===== src/rtl/core/afs_pkg.sv =====
// ----------------------------------------------------------------------------
// afs_pkg: shared types and helpers of the animation frame sequencer
// Holds the play mode codes, the sequencer state record and the small frame
// arithmetic helpers used by the step logic and the command logic.
// ----------------------------------------------------------------------------
package afs_pkg;

  // Largest number of frames in one range; a requested count is clamped to it.
  localparam int MAX_FRAMES = 512;
  localparam logic [10:0] MAX_FRAMES_W = 11'(MAX_FRAMES);

  // Highest frame index a computed range end may reach.
  localparam logic [11:0] FRAME_TOP = 12'd1023;

  // Reset value of the queued range base: all ones marks "no queue".
  localparam logic [9:0] QUEUE_BASE_NONE = 10'h3FF;

  // Input stream payload layout.
  localparam int IN_TDATA_W  = 80;
  localparam int OUT_TDATA_W = 24;

  typedef enum logic [2:0] {
    MODE_HOLD    = 3'd0,
    MODE_TRIGGER = 3'd1,
    MODE_CYCLE   = 3'd2,
    MODE_TRAVEL  = 3'd3,
    MODE_BOUNCE  = 3'd4,
    MODE_NONE    = 3'd5
  } mode_t;

  // Command carried in the input tuser bit.
  typedef enum logic {
    CMD_TICK = 1'b0,
    CMD_SET  = 1'b1
  } cmd_t;

  typedef struct packed {
    logic        [9:0]  range_base;
    logic        [9:0]  range_last;
    logic signed [10:0] frame_now;
    logic signed [10:0] frame_next;
    mode_t              play_mode;
    logic               step_neg;
    logic        [15:0] time_left;
    logic        [15:0] period;
    logic        [9:0]  queue_base;
    logic        [9:0]  queue_last;
    logic               queue_pending;
  } afs_state_t;

  // One decoded input item.
  typedef struct packed {
    cmd_t        cmd;
    logic [15:0] elapsed;
    logic        trigger_held;
    logic [8:0]  start_frame;
    logic [9:0]  frame_count;
    logic [2:0]  mode;
    logic [15:0] frame_period;
    logic        queued_valid;
    logic [8:0]  queued_start;
    logic [9:0]  queued_count;
  } afs_item_t;

  // One result item.
  typedef struct packed {
    logic [9:0] current_frame;
    logic [9:0] next_frame;
    logic       changed;
  } afs_result_t;

  // A range bound viewed as a signed frame number.
  function automatic logic signed [10:0] to_frame(input logic [9:0] b);
    return $signed({1'b0, b});
  endfunction

  // One step forward or backward, wrapping in 11-bit two's complement.
  function automatic logic signed [10:0] step11(input logic signed [10:0] v,
                                                input logic neg);
    return neg ? v - 11'sd1 : v + 11'sd1;
  endfunction

  function automatic logic frame_gt(input logic signed [10:0] f,
                                    input logic [9:0] b);
    return $signed({f[10], f}) > $signed({2'b00, b});
  endfunction

  function automatic logic frame_lt(input logic signed [10:0] f,
                                    input logic [9:0] b);
    return $signed({f[10], f}) < $signed({2'b00, b});
  endfunction

  // Last frame of a range: count clamped to 1..MAX_FRAMES, end saturated.
  function automatic logic [9:0] range_end(input logic [9:0] start,
                                           input logic [9:0] count);
    logic [10:0] c;
    logic [11:0] e;
    c = {1'b0, count};
    if (c == 11'd0) begin
      c = 11'd1;
    end else if (c > MAX_FRAMES_W) begin
      c = MAX_FRAMES_W;
    end
    e = {2'b00, start} + {1'b0, c} - 12'd1;
    return (e > FRAME_TOP) ? 10'h3FF : e[9:0];
  endfunction

endpackage


===== src/rtl/core/afs_frame_step.sv =====
// ----------------------------------------------------------------------------
// afs_frame_step: one frame advance
// Applies the play mode rule to the sequencer state when the frame timer runs
// out. Purely combinational; the caller decides whether to keep the result.
// ----------------------------------------------------------------------------
module afs_frame_step
  import afs_pkg::*;
(
  input  afs_state_t cur_i,
  input  logic       trigger_held_i,
  output afs_state_t nxt_o
);

  logic signed [10:0] fn;
  logic signed [10:0] fx;
  logic        [9:0]  base_v;
  logic        [9:0]  last_v;
  logic signed [11:0] span;

  assign span = $signed({2'b00, cur_i.range_last}) - $signed({2'b00, cur_i.range_base});

  always_comb begin
    nxt_o  = cur_i;
    fn     = step11(cur_i.frame_now, cur_i.step_neg);
    fx     = cur_i.frame_next;
    base_v = cur_i.range_base;
    last_v = cur_i.range_last;
    if (span <= 12'sd1) begin
      // Ranges of one or two frames just sit on the base frame.
      nxt_o.frame_now  = to_frame(cur_i.range_base);
      nxt_o.frame_next = to_frame(cur_i.range_base);
    end else begin
      case (cur_i.play_mode)
        MODE_HOLD: begin
          nxt_o.frame_next = cur_i.frame_now;
        end
        MODE_TRIGGER: begin
          if (frame_gt(fn, last_v)) begin
            fn = to_frame(base_v);
          end
          if (trigger_held_i) begin
            fx = step11(fn, cur_i.step_neg);
            if (frame_gt(fx, last_v)) begin
              fx = to_frame(base_v);
            end
            if (frame_lt(fx, base_v)) begin
              fx = to_frame(last_v);
            end
          end else begin
            // Release: jump to the queued range, cycling only if one was queued.
            nxt_o.range_base    = cur_i.queue_base;
            nxt_o.range_last    = cur_i.queue_last;
            nxt_o.play_mode     = cur_i.queue_pending ? MODE_CYCLE : MODE_NONE;
            nxt_o.queue_pending = 1'b0;
            fn = to_frame(cur_i.queue_base);
            fx = step11(fn, cur_i.step_neg);
            if (frame_gt(fx, cur_i.queue_last)) begin
              fx = to_frame(cur_i.queue_last);
            end
          end
          nxt_o.frame_now  = fn;
          nxt_o.frame_next = fx;
        end
        MODE_CYCLE: begin
          if (frame_gt(fn, last_v)) begin
            fn = to_frame(base_v);
            if (cur_i.queue_pending) begin
              base_v = cur_i.queue_base;
              last_v = cur_i.queue_last;
              fn     = to_frame(cur_i.queue_base);
              nxt_o.queue_pending = 1'b0;
            end
          end
          fx = step11(fn, cur_i.step_neg);
          if (frame_gt(fx, last_v)) begin
            fx = to_frame(base_v);
          end
          if (frame_lt(fx, base_v)) begin
            fx = to_frame(last_v);
          end
          nxt_o.range_base = base_v;
          nxt_o.range_last = last_v;
          nxt_o.frame_now  = fn;
          nxt_o.frame_next = fx;
        end
        MODE_TRAVEL: begin
          if (frame_gt(fn, last_v) || frame_lt(fn, base_v)) begin
            fn = cur_i.step_neg ? to_frame(base_v) : to_frame(last_v);
            fx = fn;
          end else begin
            fx = step11(fn, cur_i.step_neg);
            if (frame_gt(fx, last_v)) begin
              fx = to_frame(last_v);
            end
            if (frame_lt(fx, base_v)) begin
              fx = to_frame(base_v);
            end
          end
          nxt_o.frame_now  = fn;
          nxt_o.frame_next = fx;
        end
        MODE_BOUNCE: begin
          // Reflect off either end; the interpolation target stays put.
          if (!cur_i.step_neg) begin
            if (frame_gt(fn, last_v)) begin
              fn = to_frame(last_v) - 11'sd1;
              nxt_o.step_neg = 1'b1;
            end
          end else if (frame_lt(fn, base_v)) begin
            fn = to_frame(base_v) + 11'sd1;
            nxt_o.step_neg = 1'b0;
          end
          nxt_o.frame_now = fn;
        end
        default: begin
          // None and unused codes leave the frames alone.
        end
      endcase
    end
  end

endmodule


===== src/rtl/core/afs_seq.sv =====
// ----------------------------------------------------------------------------
// afs_seq: sequencer state and command decode
// Holds the sequencer state and applies one set or tick item per enabled
// cycle, producing the result fields from the updated state.
// ----------------------------------------------------------------------------
module afs_seq
  import afs_pkg::*;
(
  input  logic        clk,
  input  logic        rst_n,
  input  logic        item_en_i,
  input  afs_item_t   item_i,
  output afs_result_t result_o
);

  afs_state_t st_r;
  afs_state_t st_nxt;
  afs_state_t step_st;
  logic       changed;

  afs_frame_step u_step (
    .cur_i          (st_r),
    .trigger_held_i (item_i.trigger_held),
    .nxt_o          (step_st)
  );

  always_comb begin
    st_nxt  = st_r;
    changed = 1'b0;
    case (item_i.cmd)
      CMD_SET: begin
        // A set whose start matches the current base is ignored.
        if ({1'b0, item_i.start_frame} != st_r.range_base) begin
          st_nxt.range_base    = {1'b0, item_i.start_frame};
          st_nxt.range_last    = range_end({1'b0, item_i.start_frame},
                                           item_i.frame_count);
          st_nxt.frame_now     = to_frame({1'b0, item_i.start_frame});
          st_nxt.play_mode     = mode_t'(item_i.mode);
          st_nxt.period        = item_i.frame_period;
          st_nxt.time_left     = 16'd0;
          st_nxt.queue_pending = item_i.queued_valid;
          if (item_i.queued_valid) begin
            st_nxt.queue_base = {1'b0, item_i.queued_start};
            st_nxt.queue_last = range_end({1'b0, item_i.queued_start},
                                          item_i.queued_count);
          end
          changed = 1'b1;
        end
      end
      CMD_TICK: begin
        if (st_r.time_left > item_i.elapsed) begin
          st_nxt.time_left = st_r.time_left - item_i.elapsed;
        end else begin
          st_nxt           = step_st;
          st_nxt.time_left = st_r.period;
          changed          = 1'b1;
        end
      end
      default: begin
      end
    endcase
  end

  assign result_o.current_frame = st_nxt.frame_now[9:0];
  assign result_o.next_frame    = st_nxt.frame_next[9:0];
  assign result_o.changed       = changed;

  always_ff @(posedge clk) begin
    if (!rst_n) begin
      st_r.range_base    <= 10'd0;
      st_r.range_last    <= 10'd0;
      st_r.frame_now     <= 11'sd0;
      st_r.frame_next    <= 11'sd0;
      st_r.play_mode     <= MODE_HOLD;
      st_r.step_neg      <= 1'b0;
      st_r.time_left     <= 16'd0;
      st_r.period        <= 16'd0;
      st_r.queue_base    <= QUEUE_BASE_NONE;
      st_r.queue_last    <= 10'd0;
      st_r.queue_pending <= 1'b0;
    end else if (item_en_i) begin
      st_r <= st_nxt;
    end
  end

endmodule


===== src/rtl/core/animation_frame_sequencer_core.sv =====
// ----------------------------------------------------------------------------
// animation_frame_sequencer_core: keyframe animation frame sequencer
// Takes set and tick commands on a stream input and returns the shown frame,
// the interpolation target and a change flag for every command.
// ----------------------------------------------------------------------------
//
//   Channel | Direction | Transfers               | Handshake
//   --------+-----------+-------------------------+-------------------------
//   in_     | slave     | one set or tick command | in_tvalid / in_tready
//   out_    | master    | one result per command  | out_tvalid / out_tready
//
// Each command is held in the input register and its result then sits in
// the output register. Throughput is one command per cycle while out_tready
// is high, set by the single state update of afs_seq.
// Reset (rst_n low at a clock edge) empties both registers and restores the
// sequencer state: hold mode, frame 0, no queued range.
// When the output is stalled the input register holds its command and the
// input keeps taking transfers only while the input register is free.
// ----------------------------------------------------------------------------
module animation_frame_sequencer_core
  import afs_pkg::*;
(
  input  logic                   clk,
  input  logic                   rst_n,
  input  logic                   in_tvalid,
  output logic                   in_tready,
  // [15:0] elapsed, [16] trigger_held, [25:17] start_frame, [35:26] frame_count,
  // [38:36] mode, [54:39] frame_period, [55] queued_valid, [64:56] queued_start,
  // [74:65] queued_count, [79:75] zero
  input  logic [IN_TDATA_W-1:0]  in_tdata,
  // [0] cmd (0 tick, 1 set)
  input  logic                   in_tuser,
  output logic                   out_tvalid,
  input  logic                   out_tready,
  // [9:0] current_frame, [19:10] next_frame, [20] changed, [23:21] zero
  output logic [OUT_TDATA_W-1:0] out_tdata
);

  logic        in_valid_r;
  afs_item_t   item_r;
  afs_item_t   item_nxt;
  logic        advance;
  afs_result_t result;
  afs_result_t result_r;
  logic        out_valid_r;
  logic        out_valid_nxt;

  // The held command moves into the result register whenever that register
  // is empty or being drained in the same cycle.
  assign advance   = in_valid_r && (!out_valid_r || out_tready);
  assign in_tready = !in_valid_r || advance;

  assign item_nxt.cmd          = cmd_t'(in_tuser);
  assign item_nxt.elapsed      = in_tdata[15:0];
  assign item_nxt.trigger_held = in_tdata[16];
  assign item_nxt.start_frame  = in_tdata[25:17];
  assign item_nxt.frame_count  = in_tdata[35:26];
  assign item_nxt.mode         = in_tdata[38:36];
  assign item_nxt.frame_period = in_tdata[54:39];
  assign item_nxt.queued_valid = in_tdata[55];
  assign item_nxt.queued_start = in_tdata[64:56];
  assign item_nxt.queued_count = in_tdata[74:65];

  always_ff @(posedge clk) begin
    if (!rst_n) begin
      in_valid_r <= 1'b0;
    end else if (in_tready) begin
      in_valid_r <= in_tvalid;
    end
  end

  always_ff @(posedge clk) begin
    if (in_tvalid && in_tready) begin
      item_r <= item_nxt;
    end
  end

  // The state update and the result are computed together from the held
  // command, so the state advances exactly once per delivered result.
  afs_seq u_seq (
    .clk       (clk),
    .rst_n     (rst_n),
    .item_en_i (advance),
    .item_i    (item_r),
    .result_o  (result)
  );

  always_comb begin
    out_valid_nxt = out_valid_r;
    if (advance) begin
      out_valid_nxt = 1'b1;
    end else if (out_tready) begin
      out_valid_nxt = 1'b0;
    end
  end

  always_ff @(posedge clk) begin
    if (!rst_n) begin
      out_valid_r <= 1'b0;
    end else begin
      out_valid_r <= out_valid_nxt;
    end
  end

  always_ff @(posedge clk) begin
    if (advance) begin
      result_r <= result;
    end
  end

  assign out_tvalid = out_valid_r;
  assign out_tdata  = {3'b000, result_r.changed, result_r.next_frame,
                       result_r.current_frame};

`ifndef SYNTHESIS
  // A command moved forward always shows up as a pending result.
  a_advance_fills_out: assert property (@(posedge clk) disable iff (!rst_n)
    advance |=> out_tvalid)
    else $error("result missing after advance");

  // A result taken with nothing behind it must not be shown again.
  a_no_repeat: assert property (@(posedge clk) disable iff (!rst_n)
    (out_tvalid && out_tready && !advance) |=> !out_tvalid)
    else $error("result repeated");

  // An empty output stage never blocks the input.
  a_empty_out_ready: assert property (@(posedge clk) disable iff (!rst_n)
    !out_tvalid |-> in_tready)
    else $error("input stalled with empty output");

  // A held command that cannot advance stays in the input register.
  a_hold_item: assert property (@(posedge clk) disable iff (!rst_n)
    (in_valid_r && !advance) |=> in_valid_r)
    else $error("held command lost");

  // Reset empties both pipeline registers.
  a_reset_empty: assert property (@(posedge clk)
    !rst_n |=> (!out_tvalid && !in_valid_r))
    else $error("pipeline not empty after reset");
`endif

endmodule


===== config.mk =====
export PLATFORM = sky130hd
export DESIGN_NAME = animation_frame_sequencer_core
export DESIGN_NICKNAME = d
export VERILOG_FILES = /design/src/rtl/core/afs_pkg.sv /design/src/rtl/core/afs_frame_step.sv /design/src/rtl/core/afs_seq.sv /design/src/rtl/core/animation_frame_sequencer_core.sv
export SDC_FILE = /design/constraint.sdc
export NUM_CORES = 1
export LEC_CHECK = 0
export ABC_AREA = 1
export BUFFER_PORTS_ARGS = -buffer_cell sky130_fd_sc_hd__clkbuf_2
export CORE_UTILIZATION = 36
export CTS_CLUSTER_SIZE = 10
export DETAILED_ROUTE_END_ITERATION = 16
export PLACE_DENSITY = 0.58
export SYNTH_ARGS = -nofsm -noshare
export SYNTH_HDL_FRONTEND = slang
export SYNTH_SLANG_ARGS = --single-unit

===== constraint.sdc =====
create_clock -name clk -period 11 [get_ports clk]
set_clock_uncertainty 0.05 [all_clocks]
set_input_delay 0.55 -clock clk [delete_from_list [all_inputs] [get_ports clk]]
set_output_delay 0.55 -clock clk [all_outputs]
set_load 0.1 [all_outputs]

# After elaboration in Yosys (flattened, before gate mapping)
# Index checks and enable logic that the tools add are counted.
[totals]
register_bits = 198
inputBits = 85
out_inout_bits = 26
elab_cells = 188
[op_classes]
addsub = 18
n_lt_le_gt_ge = 15
n_eq_ne = 15
mux = 88
bitwise = 3
n_reduce_logical = 21
[ops]
columns = ["operator", "n"]
rows = [
  ["11-bit two-way mux", 40],
  ["10-bit two-way mux", 15],
  ["53-bit case mux with 2 select lines", 1],
  ["11-bit case mux with 4 select lines", 2],
  ["31-bit case mux with 2 select lines", 1],
  ["20-bit two-way mux", 3],
  ["11-bit > comparator", 5],
  ["53-bit two-way mux", 1],
  ["46-bit two-way mux", 1],
  ["11-bit by 2-bit adder with 11-bit output, second input constant", 4],
  ["11-bit less-than comparator", 4],
  ["11-bit by 2-bit subtractor with 11-bit output, second input constant", 4],
  ["20-bit case mux with 2 select lines", 1],
  ["31-bit two-way mux", 1],
  ["9-bit by 11-bit adder with 12-bit output", 2],
  ["12-bit by 10-bit > comparator with 1-bit output, second input constant", 2],
  ["12-bit by 1-bit subtractor with 12-bit output, second input constant", 2],
  ["10-bit by 1-bit adder with 11-bit output, second input constant", 2],
  ["22-bit two-way mux", 1],
  ["10-bit by 1-bit subtractor with 11-bit output, second input constant", 2],
  ["10-bit > comparator, second input constant", 2],
  ["10-bit logical NOT", 2],
  ["16-bit > comparator", 1],
  ["16-bit two-way mux", 1],
  ["29 further kinds", 60],
]

# Logic depth before layout (Yosys ltp)
[depth]
ltp_word = 20
ltp_mapped = 61
ltp_nobuf = 59

# Hierarchy
# Synthesis repeated with hierarchy kept, for this count alone.
[hier_totals]
cells_unflattened = 2825
hier_area_um2 = 19468.7
[modules_own_cells]
columns = ["module", "instances", "cells_per_inst", "area_each_um2", "seq_area_each_um2"]
rows = [
  ["afs_frame_step", 1, 1593, 9044.9, 0.0],
  ["afs_seq", 1, 1118, 7389.6, 1981.9],
  ["animation_frame_sequencer_core", 1, 114, 3034.2, 2952.8],
]

# Worst setup path after synthesis
# Ideal clock, no wire load.
[synth_path]
path_type = "register to register"
startpoint = "reg u_seq.st_r[53] in the netlist's numbering"
endpoint = "reg result_r (netlist bit out_tdata[12]) (data pin)"
setup_ns = 0.252
arrival_ns = 8.186
required_ns = 10.698
setup_slack_ns = 2.512
stages_incl_launch_ff = 57
n_path_buf = 4
period_less_slack_ns = 8.488
cell_sequence = "dfxtp_1 -> ha_1 -> nand3_1 -> nand3_1 -> nand4_1 -> nand3_1 -> nand2_1 -> nand2_1 -> a21oi_1 -> xor2_1 -> inv_1 -> ha_1 -> a211oi_1 -> o21ai_0 -> ha_1 -> nand2_4 -> buf_4 -> buf_4 -> (+21 left out) -> ha_1 -> a21oi_1 -> nor2_1 -> a211oi_1 -> nor2_1 -> nor2_1 -> nand2_4 -> nand2_2 -> buf_6 -> nand2_1 -> o21ai_1 -> a21boi_1 -> nor2_1 -> nand2_1 -> nand2_1 -> nand2_1 -> nand2_1 -> inv_1"
[synth_lines]
columns = ["element", "line", "source"]
rows = [
  ["start, declared", "afs_seq.sv:16", "afs_state_t st_r;"],
  ["start signal, assigned", "afs_seq.sv:82", "st_r <= st_nxt;"],
  ["end signal, assigned", "animation_frame_sequencer_core.sv:107", "result_r <= result;"],
  ["end, declared", "animation_frame_sequencer_core.sv:44", "afs_result_t result_r;"],
]

==> impl_metrics.ini <==
[layout]
fillers = 5012
register_area_sq_um = 4916
area_growth_pct = 9.351
final_cell_mix = 515 x nand2_1, 337 x inv_1, 229 x a21oi_1
fin_cells = 3165
multi_input_area_sq_um = 10930
diodes = 0
mostFrequentLayoutCell = nand2_1
drive_above_1_share_pct = 9.098
nNetsFinal = 2831

[sta]
hold_violations = 0
rsz0062_at_grt = false
setup_viol = 0
period_needed_ns = 9.665
max_slew_margin_pct = 19.42
finalMaxSlewViolations = 0
worst_slew_pin_slew_ns = 1.207
fin_crit_sh_pct = 87.86
max_freq_ghz = 0.1035
fin_setup_tns_ns = 0

[setup_path]
cp.arrival_ns = 9.83
crit_family = simple AND/OR/NAND/NOR gates
path_buf_inv = 6
worstPathRequired_ns = 11.16
cpMostUsedCell = nand2_1
end_kind = flip-flop
rr_endpoint = out_tdata[11]
path_class = flip-flop to flip-flop
ff2ff_setup_slack_ns = 1.33
critPathMaxFanout = 35
cp-start-kind = flip-flop
slowest_delay_ns = 0.63
cp_slowest_cell = dfxtp_2
r2r_start = u_seq.st_r[53]
worstRegToRegCells = 54

[logic_synthesis]
yosys.area_share.simple_pct = 22.46
synth-edff-count = 97
avgSynthCellArea_sq_um = 7.098
synth_top_family_by_area = simple AND/OR/NAND/NOR gates
synth_compound_area_share_pct = 20.70
ys_seq_elements = 197
syn_area_sq_um = 17570
ys_warn_count = 0
synthCells = 2475
synth_xor_area_share_pct = 3.732
synth-seq-area-share_pct = 27.98
yosysUniqueCellTypes = 64
synth_fa_ha_area_share_pct = 15.23
async_flop_share_pct = 0
synth_ff_type = dfxtp_1
synthMuxAreaShare_pct = 0

[global_routing]
grt_max_degree = 66
grt_overflow = 0
grt_usage_pct = 25.96
grt_pass1_vias = 16630
grt_pass1_wl_mm = 98.05
antenna_found_initial = 0

[floorplanning]
die_w_um = 222.9
rows = 80
ioPinCount = 111
core-area_sq_um = 47950
die_y_um = 222.9
start_util_pct = 36.64
dieArea_sq_um = 49690

[outcome]
status = complete, no violations

[cts]
cts_max_level = 4
numCtsBuffers = 17
clkLatencyLatePin_ns = 0.47
root_buffer = clkbuf_16
clock_path_buffers = 2
clkSlewWorstSetupHoldPaths_ns = 0.08
post_cts_buffers = 0
postCtsHoldBufs = 0
cts_sinks = 197
cts_tree = done
cts-resized-gates = 0

[job]
drv_cap = 0

[pwr]
vdd_ir_drop_max_v = 0.0001278
power_density_nw_per_um2 = 198.9
p_leak_nw = 9.251

[worst_hold_path]
hold_depth = 1
min_to = item_r[66]
min_from = in_tdata[7]
min_path_type = input pin to flip-flop

[detailed_routing]
routed.top_layer = met4
wl_met2_mm = 28.66
vias = 17420
first_iter_violations = 1487
vias_per_cell = 5.504
ant_nets = 0
wire_per_inst_um = 20.34
drt-met1-wl_mm = 28.74
met3_length_mm = 4.341
routed_wl_mm = 64.39
drc = 0
drt_pass1_iterations = 6

[placement]
gp_congestion = 1.035
io_buffers = 102
place_hpwl_mm = 49.59
placed_cells = 3133
## synth_stat cells, types with 8 or more instances
cell        n  share of area (%)
nand2_1   515                 11
inv_1     339                7.2
a21oi_1   229                6.5
o21ai_0   218                6.2
ha_1      201                 14
nor2_1    162                3.5
nand3_1   130                3.7
dfxtp_1   100                 11
edfxtp_1   97                 17
xor2_1     54                2.7
clkbuf_1   51                1.1
o21ai_1    38                1.1
buf_2      25               0.71
nand4_1    23               0.82
o211ai_1   23               0.98
nor3_1     22               0.63
xnor2_1    19               0.95
o22ai_1    17               0.61
a31oi_1    16               0.57
a221oi_1   13               0.65
a22oi_1    12               0.51
o21bai_1   12               0.51
nand2_2    11               0.39
a21o_1     10               0.43
buf_4      10               0.43
a21oi_2     9               0.45
nor4_1      9               0.32
fa_1        8               0.91
nand2_4     8               0.51
o221ai_1    8               0.40
## report_power, final
part	internal (mW)	leakage, nW	switching (mW)
clock	0.297	0.273	0.300
combinational	0.730	7.22	1.62
sequential	0.823	1.76	0.0492
total	1.85	9.25	1.97
## routing by layer
layer	global-route usage [%]	vias to the layer above
met5	0	-
met4	11.03	0
met3	3.398	132
met2	41.55	639
met1	35.04	8133
li1	-	8516
## sequential cells by signal (all words and copies together) (netlist names)
signal / flops
out_tvalid: 1
in_valid_r: 1
out_tdata: 21
u_seq.st_r: 98
item_r: 76
## worst reg2reg max path: cells and delay by family, from the launching register on
family | cells | cell delay [ns]
DFF | 1 | 0.63
adders and majority gates | 6 | 2.05
xor gates and xnor gates | 2 | 0.49
AOI/OAI and AO/OA | 9 | 1.80
buffers and inverters | 6 | 0.87
and+or+nand+nor | 31 | 3.57
## through the flow
stage	worst slack [ns]	power [mW]	instance area, sq um	util, %	hold slack [ns]
after floorplan	2.512	2.611	17580	-	0.3745
after global placement	1.626	3.152	18660	38.92	0.3870
final	1.335	3.821	19210	40.07	0.2021
after CTS	1.457	3.792	19210	40.07	0.1910
after global routing	0.5548	4.135	19210	40.07	0.1934
after detailed placement	1.471	3.190	18660	38.92	0.3937
## kinds of logic (layout without fill, tap and decap cells)
logic type | Yosys count | in the layout
other | 1 | 3
flip-flops | 197 | 197
adder cells (fa/ha/maj) | 209 | 209
AND/OR/NAND/NOR | 915 | 915
XOR/XNOR | 74 | 74
buffers and inverters | 440 | 513
AO/OA/AOI/OAI | 639 | 639
## how the worst max path moves through the flow
stage,startpoint,to,cells after the start
after CTS,u_seq.st_r[53],out_tdata[17],54
final,u_seq.st_r[53],out_tdata[11],54
after global routing,u_seq.st_r[53],out_tdata[17],55
after detailed placement,u_seq.st_r[53],out_tdata[17],54
after floorplan,u_seq.st_r[53],out_tdata[12],56
after global placement,u_seq.st_r[53],out_tdata[17],52
## final cells by class
cell class,instances,area share [%]
clock buffer,18,2.234
clock inverter,14,0.6252
inverter,349,6.819
multi-input combinational,1840,56.90
sequential,197,25.59
tap,615,4.005
timing repair buffer,132,3.830
Note: power is estimated with default switching activity, not from simulation.
